<file path="config.mk">
export PLATFORM = sky130hd
export DESIGN_NAME = adc_trimmed_mean_normalizer
export DESIGN_NICKNAME = d
export VERILOG_FILES = /design/src/sv/tmn_pkg.sv /design/src/sv/tmn_front.sv /design/src/sv/tmn_fifo.sv /design/src/sv/tmn_back.sv /design/src/sv/adc_trimmed_mean_normalizer.sv
export SDC_FILE = /design/constraint.sdc
export NUM_CORES = 1
export LEC_CHECK = 0
export ABC_AREA = 1
export BUFFER_PORTS_ARGS = -buffer_cell sky130_fd_sc_hd__buf_2
export CAP_MARGIN = 20
export CORE_ASPECT_RATIO = 1.2
export CORE_MARGIN = 1.5
export CORE_UTILIZATION = 45
export DETAILED_ROUTE_END_ITERATION = 8
export PLACE_DENSITY = 0.67
export SYNTH_ARGS = -nofsm -noshare
export SYNTH_HDL_FRONTEND = slang
export SYNTH_SLANG_ARGS = --single-unit
</file>
<file path="constraint.sdc">
create_clock -name clk_i -period 8.7 [get_ports clk_i]
set_input_delay 0.435 -clock clk_i [delete_from_list [all_inputs] [get_ports clk_i]]
set_output_delay 0.435 -clock clk_i [all_outputs]
set_load 0.005 [all_outputs]
</file>
<file path="src/sv/tmn_pkg.sv">
// Package of the trimmed-mean normalizer: constants, item structs and codes.
// Used by every module of the block; it depends on nothing.
package tmn_pkg;

  localparam int NUM_CHANNELS = 5;
  localparam int WINDOW       = 8;

  localparam int CHAN_W   = 3;
  localparam int SAMPLE_W = 8;
  localparam int PCT_W    = 7;
  localparam int FS_W     = 16;
  localparam int CFG_IDX_W = 3;
  localparam int NUM_CFG  = 5;
  localparam logic [FS_W-1:0] FS_RESET = 16'd150;

  localparam int CH_IDX_W = (NUM_CHANNELS > 1) ? $clog2(NUM_CHANNELS) : 1;
  localparam int CNT_W    = $clog2(WINDOW + 1);
  localparam int SUM_W    = $clog2(WINDOW * 255 + 1);

  localparam int TRIM_DIV    = WINDOW - 2;
  localparam int LVL_DIV     = 5;
  localparam int RECIP_SHIFT = 16;
  localparam int MEAN_RECIP  = (1 << RECIP_SHIFT) / TRIM_DIV;
  localparam int LVL_RECIP   = (1 << RECIP_SHIFT) / LVL_DIV;

  localparam int NUM_W  = $clog2(LVL_DIV * 255 + 1);
  localparam int X_W    = (SUM_W > NUM_W) ? SUM_W : NUM_W;
  localparam int PROD_W = X_W + RECIP_SHIFT;

  localparam int PCT_MAX   = 100;
  localparam int PNUM_W    = $clog2(PCT_MAX * 255 + 1);
  localparam int TRIAL_W   = FS_W + PCT_W;
  localparam int BIT_IDX_W = $clog2(PCT_W);

  localparam int FIFO_DEPTH = 4;
  localparam int FIFO_PTR_W = $clog2(FIFO_DEPTH);
  localparam int FIFO_CNT_W = $clog2(FIFO_DEPTH + 1);

  typedef struct packed {
    logic [CHAN_W-1:0]   chan_in;
    logic [SAMPLE_W-1:0] raw_sample;
  } in_item_t;

  typedef struct packed {
    logic [CHAN_W-1:0]   chan_out;
    logic [SAMPLE_W-1:0] level;
    logic [PCT_W-1:0]    percent;
  } out_item_t;

  typedef struct packed {
    logic [CHAN_W-1:0] chan;
    logic [SUM_W-1:0]  trimmed;
  } win_item_t;

  typedef enum logic [6:0] {
    ST_IDLE     = 7'b0000001,
    ST_MUL_MEAN = 7'b0000010,
    ST_FIX_MEAN = 7'b0000100,
    ST_MUL_LVL  = 7'b0001000,
    ST_FIX_LVL  = 7'b0010000,
    ST_DIV      = 7'b0100000,
    ST_DONE     = 7'b1000000
  } back_state_e;

endpackage

</file>
<file path="src/sv/tmn_front.sv">
// Front of the trimmed-mean normalizer: per-channel median of three and window sums.
// Depends on tmn_pkg; hands each completed window to the queue as a trimmed sum.
module tmn_front (
  input  logic               clk_i,
  input  logic               rst_ni,
  input  logic               push_i,
  input  tmn_pkg::in_item_t  item_i,
  input  logic               q_full_i,
  output logic               q_push_o,
  output tmn_pkg::win_item_t q_item_o
);

  localparam logic [1:0] PH_FIRST  = 2'd0;
  localparam logic [1:0] PH_SECOND = 2'd1;
  localparam logic [1:0] PH_THIRD  = 2'd2;

  logic [1:0]                   phase_q  [tmn_pkg::NUM_CHANNELS];
  logic [tmn_pkg::SAMPLE_W-1:0] first_q  [tmn_pkg::NUM_CHANNELS];
  logic [tmn_pkg::SAMPLE_W-1:0] second_q [tmn_pkg::NUM_CHANNELS];
  logic [tmn_pkg::CNT_W-1:0]    cnt_q    [tmn_pkg::NUM_CHANNELS];
  logic [tmn_pkg::SUM_W-1:0]    sum_q    [tmn_pkg::NUM_CHANNELS];
  logic [tmn_pkg::SAMPLE_W-1:0] min_q    [tmn_pkg::NUM_CHANNELS];
  logic [tmn_pkg::SAMPLE_W-1:0] max_q    [tmn_pkg::NUM_CHANNELS];

  logic                         accept;
  logic                         ch_ok;
  logic [tmn_pkg::CH_IDX_W-1:0] idx;
  logic [tmn_pkg::SAMPLE_W-1:0] a, b, c, lo, hi, med;
  logic [tmn_pkg::SAMPLE_W-1:0] min_new, max_new;
  logic [tmn_pkg::SUM_W-1:0]    sum_new;
  logic                         win_done;

  assign accept = push_i && !q_full_i;
  assign ch_ok  = {1'b0, item_i.chan_in} < (tmn_pkg::CHAN_W + 1)'(tmn_pkg::NUM_CHANNELS);
  assign idx    = item_i.chan_in[tmn_pkg::CH_IDX_W-1:0];

  always_comb begin
    a   = first_q[idx];
    b   = second_q[idx];
    c   = item_i.raw_sample;
    lo  = (a < b) ? a : b;
    hi  = (a < b) ? b : a;
    if (c > hi) begin
      med = hi;
    end else if (c > lo) begin
      med = c;
    end else begin
      med = lo;
    end
    sum_new  = sum_q[idx] + tmn_pkg::SUM_W'(med);
    min_new  = (med < min_q[idx]) ? med : min_q[idx];
    max_new  = (med > max_q[idx]) ? med : max_q[idx];
    win_done = (cnt_q[idx] == tmn_pkg::CNT_W'(tmn_pkg::WINDOW - 1));
  end

  assign q_push_o         = accept && ch_ok && (phase_q[idx] == PH_THIRD) && win_done;
  assign q_item_o.chan    = item_i.chan_in;
  assign q_item_o.trimmed = sum_new - tmn_pkg::SUM_W'(min_new) - tmn_pkg::SUM_W'(max_new);

  always_ff @(posedge clk_i or negedge rst_ni) begin
    if (!rst_ni) begin
      for (int i = 0; i < tmn_pkg::NUM_CHANNELS; i++) begin
        phase_q[i]  <= PH_FIRST;
        first_q[i]  <= '0;
        second_q[i] <= '0;
        cnt_q[i]    <= '0;
        sum_q[i]    <= '0;
        min_q[i]    <= '1;
        max_q[i]    <= '0;
      end
    end else if (accept && ch_ok) begin
      case (phase_q[idx])
        PH_FIRST: begin
          first_q[idx] <= item_i.raw_sample;
          phase_q[idx] <= PH_SECOND;
        end
        PH_SECOND: begin
          second_q[idx] <= item_i.raw_sample;
          phase_q[idx]  <= PH_THIRD;
        end
        default: begin
          phase_q[idx] <= PH_FIRST;
          if (win_done) begin
            cnt_q[idx] <= '0;
            sum_q[idx] <= '0;
            min_q[idx] <= '1;
            max_q[idx] <= '0;
          end else begin
            cnt_q[idx] <= cnt_q[idx] + 1'b1;
            sum_q[idx] <= sum_new;
            min_q[idx] <= min_new;
            max_q[idx] <= max_new;
          end
        end
      endcase
    end
  end

endmodule

</file>
<file path="src/sv/tmn_fifo.sv">
// Short queue of completed windows between the front and the back.
// Depends on tmn_pkg for the entry type and the depth.
module tmn_fifo (
  input  logic               clk_i,
  input  logic               rst_ni,
  input  logic               wr_i,
  input  tmn_pkg::win_item_t wdata_i,
  input  logic               rd_i,
  output tmn_pkg::win_item_t rdata_o,
  output logic               full_o,
  output logic               empty_o
);

  tmn_pkg::win_item_t             mem_q [tmn_pkg::FIFO_DEPTH];
  logic [tmn_pkg::FIFO_PTR_W-1:0] wptr_q, rptr_q;
  logic [tmn_pkg::FIFO_CNT_W-1:0] cnt_q;
  logic                           do_wr, do_rd;

  assign full_o  = (cnt_q == tmn_pkg::FIFO_CNT_W'(tmn_pkg::FIFO_DEPTH));
  assign empty_o = (cnt_q == '0);
  assign do_wr   = wr_i && !full_o;
  assign do_rd   = rd_i && !empty_o;
  assign rdata_o = mem_q[rptr_q];

  always_ff @(posedge clk_i) begin
    if (do_wr) begin
      mem_q[wptr_q] <= wdata_i;
    end
  end

  always_ff @(posedge clk_i or negedge rst_ni) begin
    if (!rst_ni) begin
      wptr_q <= '0;
      rptr_q <= '0;
      cnt_q  <= '0;
    end else begin
      if (do_wr) begin
        wptr_q <= wptr_q + 1'b1;
      end
      if (do_rd) begin
        rptr_q <= rptr_q + 1'b1;
      end
      if (do_wr && !do_rd) begin
        cnt_q <= cnt_q + 1'b1;
      end else if (do_rd && !do_wr) begin
        cnt_q <= cnt_q - 1'b1;
      end
    end
  end

endmodule

</file>
<file path="src/sv/tmn_back.sv">
// Back of the trimmed-mean normalizer: mean, smoothing, percent and the result register.
// Depends on tmn_pkg; holds the full-scale registers and the smoothed level of each channel.
module tmn_back (
  input  logic                          clk_i,
  input  logic                          rst_ni,
  input  logic                          q_empty_i,
  input  tmn_pkg::win_item_t            q_item_i,
  output logic                          q_pop_o,
  input  logic                          cfg_valid_i,
  input  logic [tmn_pkg::CFG_IDX_W-1:0] cfg_index_i,
  input  logic [tmn_pkg::FS_W-1:0]      cfg_data_i,
  input  logic                          pop_i,
  output logic                          empty_o,
  output tmn_pkg::out_item_t            out_item_o
);

  tmn_pkg::back_state_e state_q, state_d;

  logic [tmn_pkg::FS_W-1:0]      fs_q    [tmn_pkg::NUM_CFG];
  logic [tmn_pkg::SAMPLE_W-1:0]  level_q [tmn_pkg::NUM_CHANNELS];

  logic [tmn_pkg::CHAN_W-1:0]    chan_q;
  logic [tmn_pkg::X_W-1:0]       x_q;
  logic [tmn_pkg::PROD_W-1:0]    prod_q;
  logic [tmn_pkg::SAMPLE_W-1:0]  lvl_q;
  logic [tmn_pkg::PNUM_W-1:0]    rem_q;
  logic [tmn_pkg::FS_W-1:0]      div_fs_q;
  logic [tmn_pkg::PCT_W-1:0]     quo_q;
  logic [tmn_pkg::BIT_IDX_W-1:0] bit_q;
  logic                          sat_q;
  logic                          out_valid_q;
  tmn_pkg::out_item_t            out_q;

  logic [tmn_pkg::CH_IDX_W-1:0]  idx;
  logic [tmn_pkg::X_W-1:0]       q0, fix_rem, q_fixed;
  logic [tmn_pkg::X_W-1:0]       div_const;
  logic [tmn_pkg::SAMPLE_W-1:0]  q_byte;
  logic [tmn_pkg::FS_W-1:0]      fs_sel;
  logic [tmn_pkg::PNUM_W-1:0]    pnum;
  logic [tmn_pkg::TRIAL_W-1:0]   trial, fs_top;
  logic                          take;
  logic                          load_out;
  logic [tmn_pkg::PCT_W-1:0]     pct_final;

  assign idx     = chan_q[tmn_pkg::CH_IDX_W-1:0];
  assign take    = (state_q == tmn_pkg::ST_IDLE) && !q_empty_i;
  assign q_pop_o = take;

  always_comb begin
    div_const = (state_q == tmn_pkg::ST_FIX_MEAN) ? tmn_pkg::X_W'(tmn_pkg::TRIM_DIV)
                                                  : tmn_pkg::X_W'(tmn_pkg::LVL_DIV);
    q0      = tmn_pkg::X_W'(prod_q >> tmn_pkg::RECIP_SHIFT);
    fix_rem = x_q - tmn_pkg::X_W'(q0 * div_const);
    q_fixed = (fix_rem >= div_const) ? q0 + 1'b1 : q0;
    q_byte  = q_fixed[tmn_pkg::SAMPLE_W-1:0];
    if ({1'b0, chan_q} < (tmn_pkg::CHAN_W + 1)'(tmn_pkg::NUM_CFG)) begin
      fs_sel = fs_q[chan_q];
    end else begin
      fs_sel = tmn_pkg::FS_RESET;
    end
    pnum      = tmn_pkg::PNUM_W'(q_byte * tmn_pkg::PNUM_W'(tmn_pkg::PCT_MAX));
    fs_top    = {fs_sel, {tmn_pkg::PCT_W{1'b0}}};
    trial     = tmn_pkg::TRIAL_W'({div_fs_q, {tmn_pkg::PCT_W{1'b0}}} >>
                                  (tmn_pkg::PCT_W - int'(bit_q)));
    pct_final = (sat_q || quo_q > tmn_pkg::PCT_W'(tmn_pkg::PCT_MAX))
                ? tmn_pkg::PCT_W'(tmn_pkg::PCT_MAX) : quo_q;
    load_out  = (state_q == tmn_pkg::ST_DONE) && (!out_valid_q || pop_i);
  end

  always_comb begin
    state_d = state_q;
    case (state_q)
      tmn_pkg::ST_IDLE:     if (take) state_d = tmn_pkg::ST_MUL_MEAN;
      tmn_pkg::ST_MUL_MEAN: state_d = tmn_pkg::ST_FIX_MEAN;
      tmn_pkg::ST_FIX_MEAN: state_d = tmn_pkg::ST_MUL_LVL;
      tmn_pkg::ST_MUL_LVL:  state_d = tmn_pkg::ST_FIX_LVL;
      tmn_pkg::ST_FIX_LVL:  state_d = tmn_pkg::ST_DIV;
      tmn_pkg::ST_DIV:      if (sat_q || bit_q == '0) state_d = tmn_pkg::ST_DONE;
      tmn_pkg::ST_DONE:     if (load_out) state_d = tmn_pkg::ST_IDLE;
      default:              state_d = tmn_pkg::ST_IDLE;
    endcase
  end

  always_ff @(posedge clk_i or negedge rst_ni) begin
    if (!rst_ni) begin
      state_q     <= tmn_pkg::ST_IDLE;
      out_valid_q <= 1'b0;
      for (int i = 0; i < tmn_pkg::NUM_CFG; i++) begin
        fs_q[i] <= tmn_pkg::FS_RESET;
      end
      for (int i = 0; i < tmn_pkg::NUM_CHANNELS; i++) begin
        level_q[i] <= '0;
      end
    end else begin
      state_q <= state_d;
      if (cfg_valid_i &&
          {1'b0, cfg_index_i} < (tmn_pkg::CFG_IDX_W + 1)'(tmn_pkg::NUM_CFG)) begin
        fs_q[cfg_index_i] <= cfg_data_i;
      end
      if (state_q == tmn_pkg::ST_FIX_LVL) begin
        level_q[idx] <= q_byte;
      end
      if (load_out) begin
        out_valid_q <= 1'b1;
      end else if (pop_i) begin
        out_valid_q <= 1'b0;
      end
    end
  end

  always_ff @(posedge clk_i) begin
    case (state_q)
      tmn_pkg::ST_IDLE: begin
        chan_q <= q_item_i.chan;
        x_q    <= tmn_pkg::X_W'(q_item_i.trimmed);
      end
      tmn_pkg::ST_MUL_MEAN: begin
        prod_q <= tmn_pkg::PROD_W'(x_q * tmn_pkg::PROD_W'(tmn_pkg::MEAN_RECIP));
      end
      tmn_pkg::ST_FIX_MEAN: begin
        x_q <= (tmn_pkg::X_W'(level_q[idx]) << 1) + tmn_pkg::X_W'(level_q[idx]) +
               (tmn_pkg::X_W'(q_byte) << 1);
      end
      tmn_pkg::ST_MUL_LVL: begin
        prod_q <= tmn_pkg::PROD_W'(x_q * tmn_pkg::PROD_W'(tmn_pkg::LVL_RECIP));
      end
      tmn_pkg::ST_FIX_LVL: begin
        lvl_q    <= q_byte;
        rem_q    <= pnum;
        div_fs_q <= fs_sel;
        quo_q    <= '0;
        bit_q    <= tmn_pkg::BIT_IDX_W'(tmn_pkg::PCT_W - 1);
        sat_q    <= (fs_sel == '0) || (tmn_pkg::TRIAL_W'(pnum) >= fs_top);
      end
      tmn_pkg::ST_DIV: begin
        if (tmn_pkg::TRIAL_W'(rem_q) >= trial) begin
          rem_q <= rem_q - tmn_pkg::PNUM_W'(trial);
          quo_q <= quo_q | (tmn_pkg::PCT_W'(1) << bit_q);
        end
        bit_q <= bit_q - 1'b1;
      end
      default: begin
      end
    endcase
    if (load_out) begin
      out_q.chan_out <= chan_q;
      out_q.level    <= lvl_q;
      out_q.percent  <= pct_final;
    end
  end

  assign empty_o    = !out_valid_q;
  assign out_item_o = out_q;

endmodule

</file>
<file path="src/sv/adc_trimmed_mean_normalizer.sv">
// Top level of the per-channel median-of-three trimmed-mean normalizer.
// Depends on tmn_pkg, tmn_front, tmn_fifo and tmn_back.
//
// Samples enter as items on a queue-style port: an item is taken at a clock
// edge with push high and full low, one item per cycle at full rate. Each
// channel groups its samples in threes, takes the median, and after a full
// window of medians emits one result with the smoothed level and its percent
// of the channel's full scale. Results leave on a second queue-style port:
// the oldest result is shown while empty is low and is taken with pop.
// A window goes from the queue through the back end's mean multiply and fix,
// level multiply and fix, seven-step percent division (cut short when the
// percent saturates at 100) and done state to the result register. The back
// end takes one window at a time; a four-entry queue of finished windows lets
// the front accept one item per cycle while the queue has room. If the receiver
// stalls, the result register holds, the queue fills, and full rises.
// Full-scale registers are written through the configuration channel, which
// is always ready; they reset to 150. Reset clears every channel's window,
// median phase and smoothed level, and empties the queue and result register.
module adc_trimmed_mean_normalizer (
  input  logic                          clk_i,
  input  logic                          rst_ni,
  input  logic                          push,
  output logic                          full,
  input  tmn_pkg::in_item_t             in_item_i,
  output logic                          empty,
  input  logic                          pop,
  output tmn_pkg::out_item_t            out_item_o,
  input  logic                          cfg_valid_i,
  output logic                          cfg_ready_o,
  input  logic [tmn_pkg::CFG_IDX_W-1:0] cfg_index_i,
  input  logic [tmn_pkg::FS_W-1:0]      cfg_data_i
);

  logic               q_wr, q_rd, q_full, q_empty;
  tmn_pkg::win_item_t q_wdata, q_rdata;

  assign full        = q_full;
  assign cfg_ready_o = 1'b1;

  tmn_front u_front (
    .clk_i    (clk_i),
    .rst_ni   (rst_ni),
    .push_i   (push),
    .item_i   (in_item_i),
    .q_full_i (q_full),
    .q_push_o (q_wr),
    .q_item_o (q_wdata)
  );

  tmn_fifo u_fifo (
    .clk_i   (clk_i),
    .rst_ni  (rst_ni),
    .wr_i    (q_wr),
    .wdata_i (q_wdata),
    .rd_i    (q_rd),
    .rdata_o (q_rdata),
    .full_o  (q_full),
    .empty_o (q_empty)
  );

  tmn_back u_back (
    .clk_i       (clk_i),
    .rst_ni      (rst_ni),
    .q_empty_i   (q_empty),
    .q_item_i    (q_rdata),
    .q_pop_o     (q_rd),
    .cfg_valid_i (cfg_valid_i),
    .cfg_index_i (cfg_index_i),
    .cfg_data_i  (cfg_data_i),
    .pop_i       (pop),
    .empty_o     (empty),
    .out_item_o  (out_item_o)
  );

endmodule

</file>
==> results.md <==
- Status: complete, no violations
- Post-route ant nets: 0
- Vias/cell: 5.40
- CTS tree: done
- Post-route DRC: 0
- CTS Buf Count: 55
- CP Capture Type: register
- Root Buffer: clkbuf_16
- Ys flop type: dfrtp_1
- Final-stage net count: 4155
- GRT Total Usage: 23.6%
- Largest net degree at the start of global routing: 116
- Tmin final: 8.18 ns
- Cells after Synth: 3715
- Placer Congestion: 0.923
- Commonest non-fill, non-tap cell in the layout: nand2_1
- CP max stage delay: 0.51 ns
- Post-DP HPWL: 60.6 mm
- Clock sinks: 527
- WP data arrival: 8.54 ns
- Setup_tns: 0 ns
- Non-Filler Instances: 4734
- Yosys Warn Count: 0
- Top cell family by delay on the critical path: adder cells
- Initial Utilization: 45.7%
- Share of cells above drive strength 1: 9.20%
- WP buf/inv: 9
- DR vias: 25587
- Crit-path max FO: 14
- Die ar.: 72800 µm²
- Most frequent cells in the layout: nand2_1, inv_1, o21ai_0
- Top Ports: 56
- First-pass GRT wire length: 136 mm
- Final Hold Vio Count: 0
- Grt total ovfl: 0
- Post-Route WL: 84.3 mm
- Max cap viols: 0
- Hold Path Class: in2reg
- Cell variety after synth: 64
- Clock transition at path regs: 0.06 ns
- Most frequent cell on the critical path: inv_1
- Worst setup SP type: register
- Fmax: 122 MHz
- Initial antenna violation count: 0
- Pre-antenna DRT Iters: 7
- Num rows: 106
- Max Slew Vio Count: 0
- Seq/Total Area, Yosys: 43.7%
- Drt initial violations: 1967
- Cells after DPL: 4624
- Core box area: 70000 µm²
- H-tree depth: 2
- Filler instances: 6640
- Area grow syn2layout: 11.2%
- Cell area after synthesis: 32000 µm²
- # setup viols final: 0
- Worst Clk Skew: 0.0321 ns
- Setup CP Type: reg2reg
- Slew headroom: 31.2%
- Clock buffer depth: 3
- # diodes: 0
- Die height: 295 µm
- Critical path required time: 9.06 ns
- Die W: 246 µm
- Measured slew at the worst slew-check pin: 1.03 ns
- Post-synth ARST share: 72.1%
- Slowest cell on the critical path: fa_1
- PortBufs: 54
- Crit share post-route: 94.1%
- Synth Area per Inst: 8.62 µm²
- Vias in the first global route: 25162
- Clock latency on the worst-skew pair: 0.64 ns
- WL/cell: 17.8 µm
- EDFF count, synth: 147
- Flops & latches, synth: 527
==> final timing paths <==
kind | start | end | slack [ns] | depth (start not counted)
min reg2reg | u_back.lvl_q[7] | u_back.out_item_o[14] | 0.42 | 0
min in group asynchronous | rst_ni | u_back.state_q[6] | 0.48 | 2
max | u_back.state_q[6] | u_back.sat_q | 0.52 | 41
max in group asynchronous | rst_ni | u_front.first_q[36] | 6.61 | 3
max reg2reg | u_back.state_q[6] | u_back.sat_q | 0.52 | 41
min | pop | u_back.out_valid_q | 0.06 | 2
==> final cells by class <==
cell class / count / area [µm²] / share of cell area (%)
clock inverters: 39 / 448 / 1.26
flip-flops and latches: 527 / 14000 / 39.3
inverters: 482 / 1820 / 5.10
multi-input cells: 2584 / 15800 / 44.5
clock buffers: 65 / 1480 / 4.17
well taps: 918 / 1150 / 3.23
repair buffers: 119 / 862 / 2.42
==> per-stage QoR <==
stage          hold slack [ns]  instance area (µm²)  util (%)  worst slack [ns]
2_1_floorplan            0.139                32000         -             0.694
3_3_place_gp             0.404                33400      47.8             0.167
3_5_place_dp             0.405                33500      47.8             0.117
4_1_cts                 0.0312                35400      50.6            0.0582
5_1_grt                 0.0414                35600      50.8           -0.0231
6_report                0.0585                35600      50.8             0.515
==> cells in the mapped netlist (6+ instances only) <==
cell type / count / share of area, %
a221oi_1: 22 / 0.60
nand2_2: 13 / 0.25
o21ai_0: 378 / 5.9
o21bai_1: 10 / 0.23
nor3_1: 17 / 0.27
a22oi_1: 22 / 0.52
inv_2: 7 / 0.082
o22ai_1: 34 / 0.66
o21ai_2: 8 / 0.22
fa_1: 85 / 5.3
nand3_1: 96 / 1.5
buf_2: 12 / 0.19
ha_1: 266 / 10
nand2_1: 896 / 11
and3_1: 6 / 0.12
clkbuf_1: 93 / 1.1
and2_1: 10 / 0.20
dfstp_2: 61 / 5.0
o211ai_1: 12 / 0.28
a21oi_1: 180 / 2.8
a21o_1: 6 / 0.14
o21ai_1: 18 / 0.28
a221o_1: 6 / 0.19
or2_2: 16 / 0.31
o221ai_1: 8 / 0.22
nor4_1: 28 / 0.55
edfxtp_1: 147 / 14
inv_1: 469 / 5.5
a211oi_1: 11 / 0.26
clkinv_1: 6 / 0.070
nand4_1: 69 / 1.3
dfrtp_1: 319 / 25
nor2_1: 253 / 3.0
xnor2_1: 19 / 0.52
buf_1: 16 / 0.19
a31oi_1: 6 / 0.12
xor2_1: 47 / 1.3
==> layer usage <==
layer / GRT usage (%) / wire [µm]
met1: 29.8 / 35300
met2: 40.9 / 41400
met3: 3.29 / 4340
met4: 9.04 / 3230
met5: 0 / 0
==> timing repair <==
action	in CTS	in global routing
hold endpoints to repair	100	0
setup buffers	0	2
hold buffers	1	0
setup endpoints to repair	0	9
resized for setup	0	21
==> sequential cells by signal, summed over array words and instances, names as in the netlist, 8 cells and up, named ones only <==
signal             cells
u_front.min_q         40
u_back.lvl_q           8
u_front.first_q       40
u_back.x_q            11
u_back.fs_q           80
u_front.sum_q         55
u_front.second_q      40
u_fifo.mem_q          56
u_back.div_fs_q       16
u_back.rem_q          15
u_front.cnt_q         20
u_front.phase_q        9
u_back.out_item_o     18
u_back.level_q        40
u_back.prod_q          9
u_front.max_q         40
==> kinds of logic (layout without fill, tap and decap cells) <==
group,count (synthesis),in the layout,share of synthesized area (%)
other cells,1,2,0.0117
simple gates,1416,1416,18.3
xor+xnor,66,66,1.81
fa+ha+maj,351,351,15.7
flops,527,527,43.7
buf+inv,605,705,7.16
compound gates,747,747,13.2
mux,2,2,0.0664
==> worst reg2reg max path, delay by kind of cell, from the launching register on <==
kind	cells	cell delay, ns
xor+xnor	3	0.55
flops	1	0.46
simple gates	10	1.55
fa+ha+maj	8	2.99
compound gates	11	1.51
buf+inv	9	0.87
Power is not shown: default switching activity piles up to over one toggle a cycle in this logic, so the estimate is an artifact.
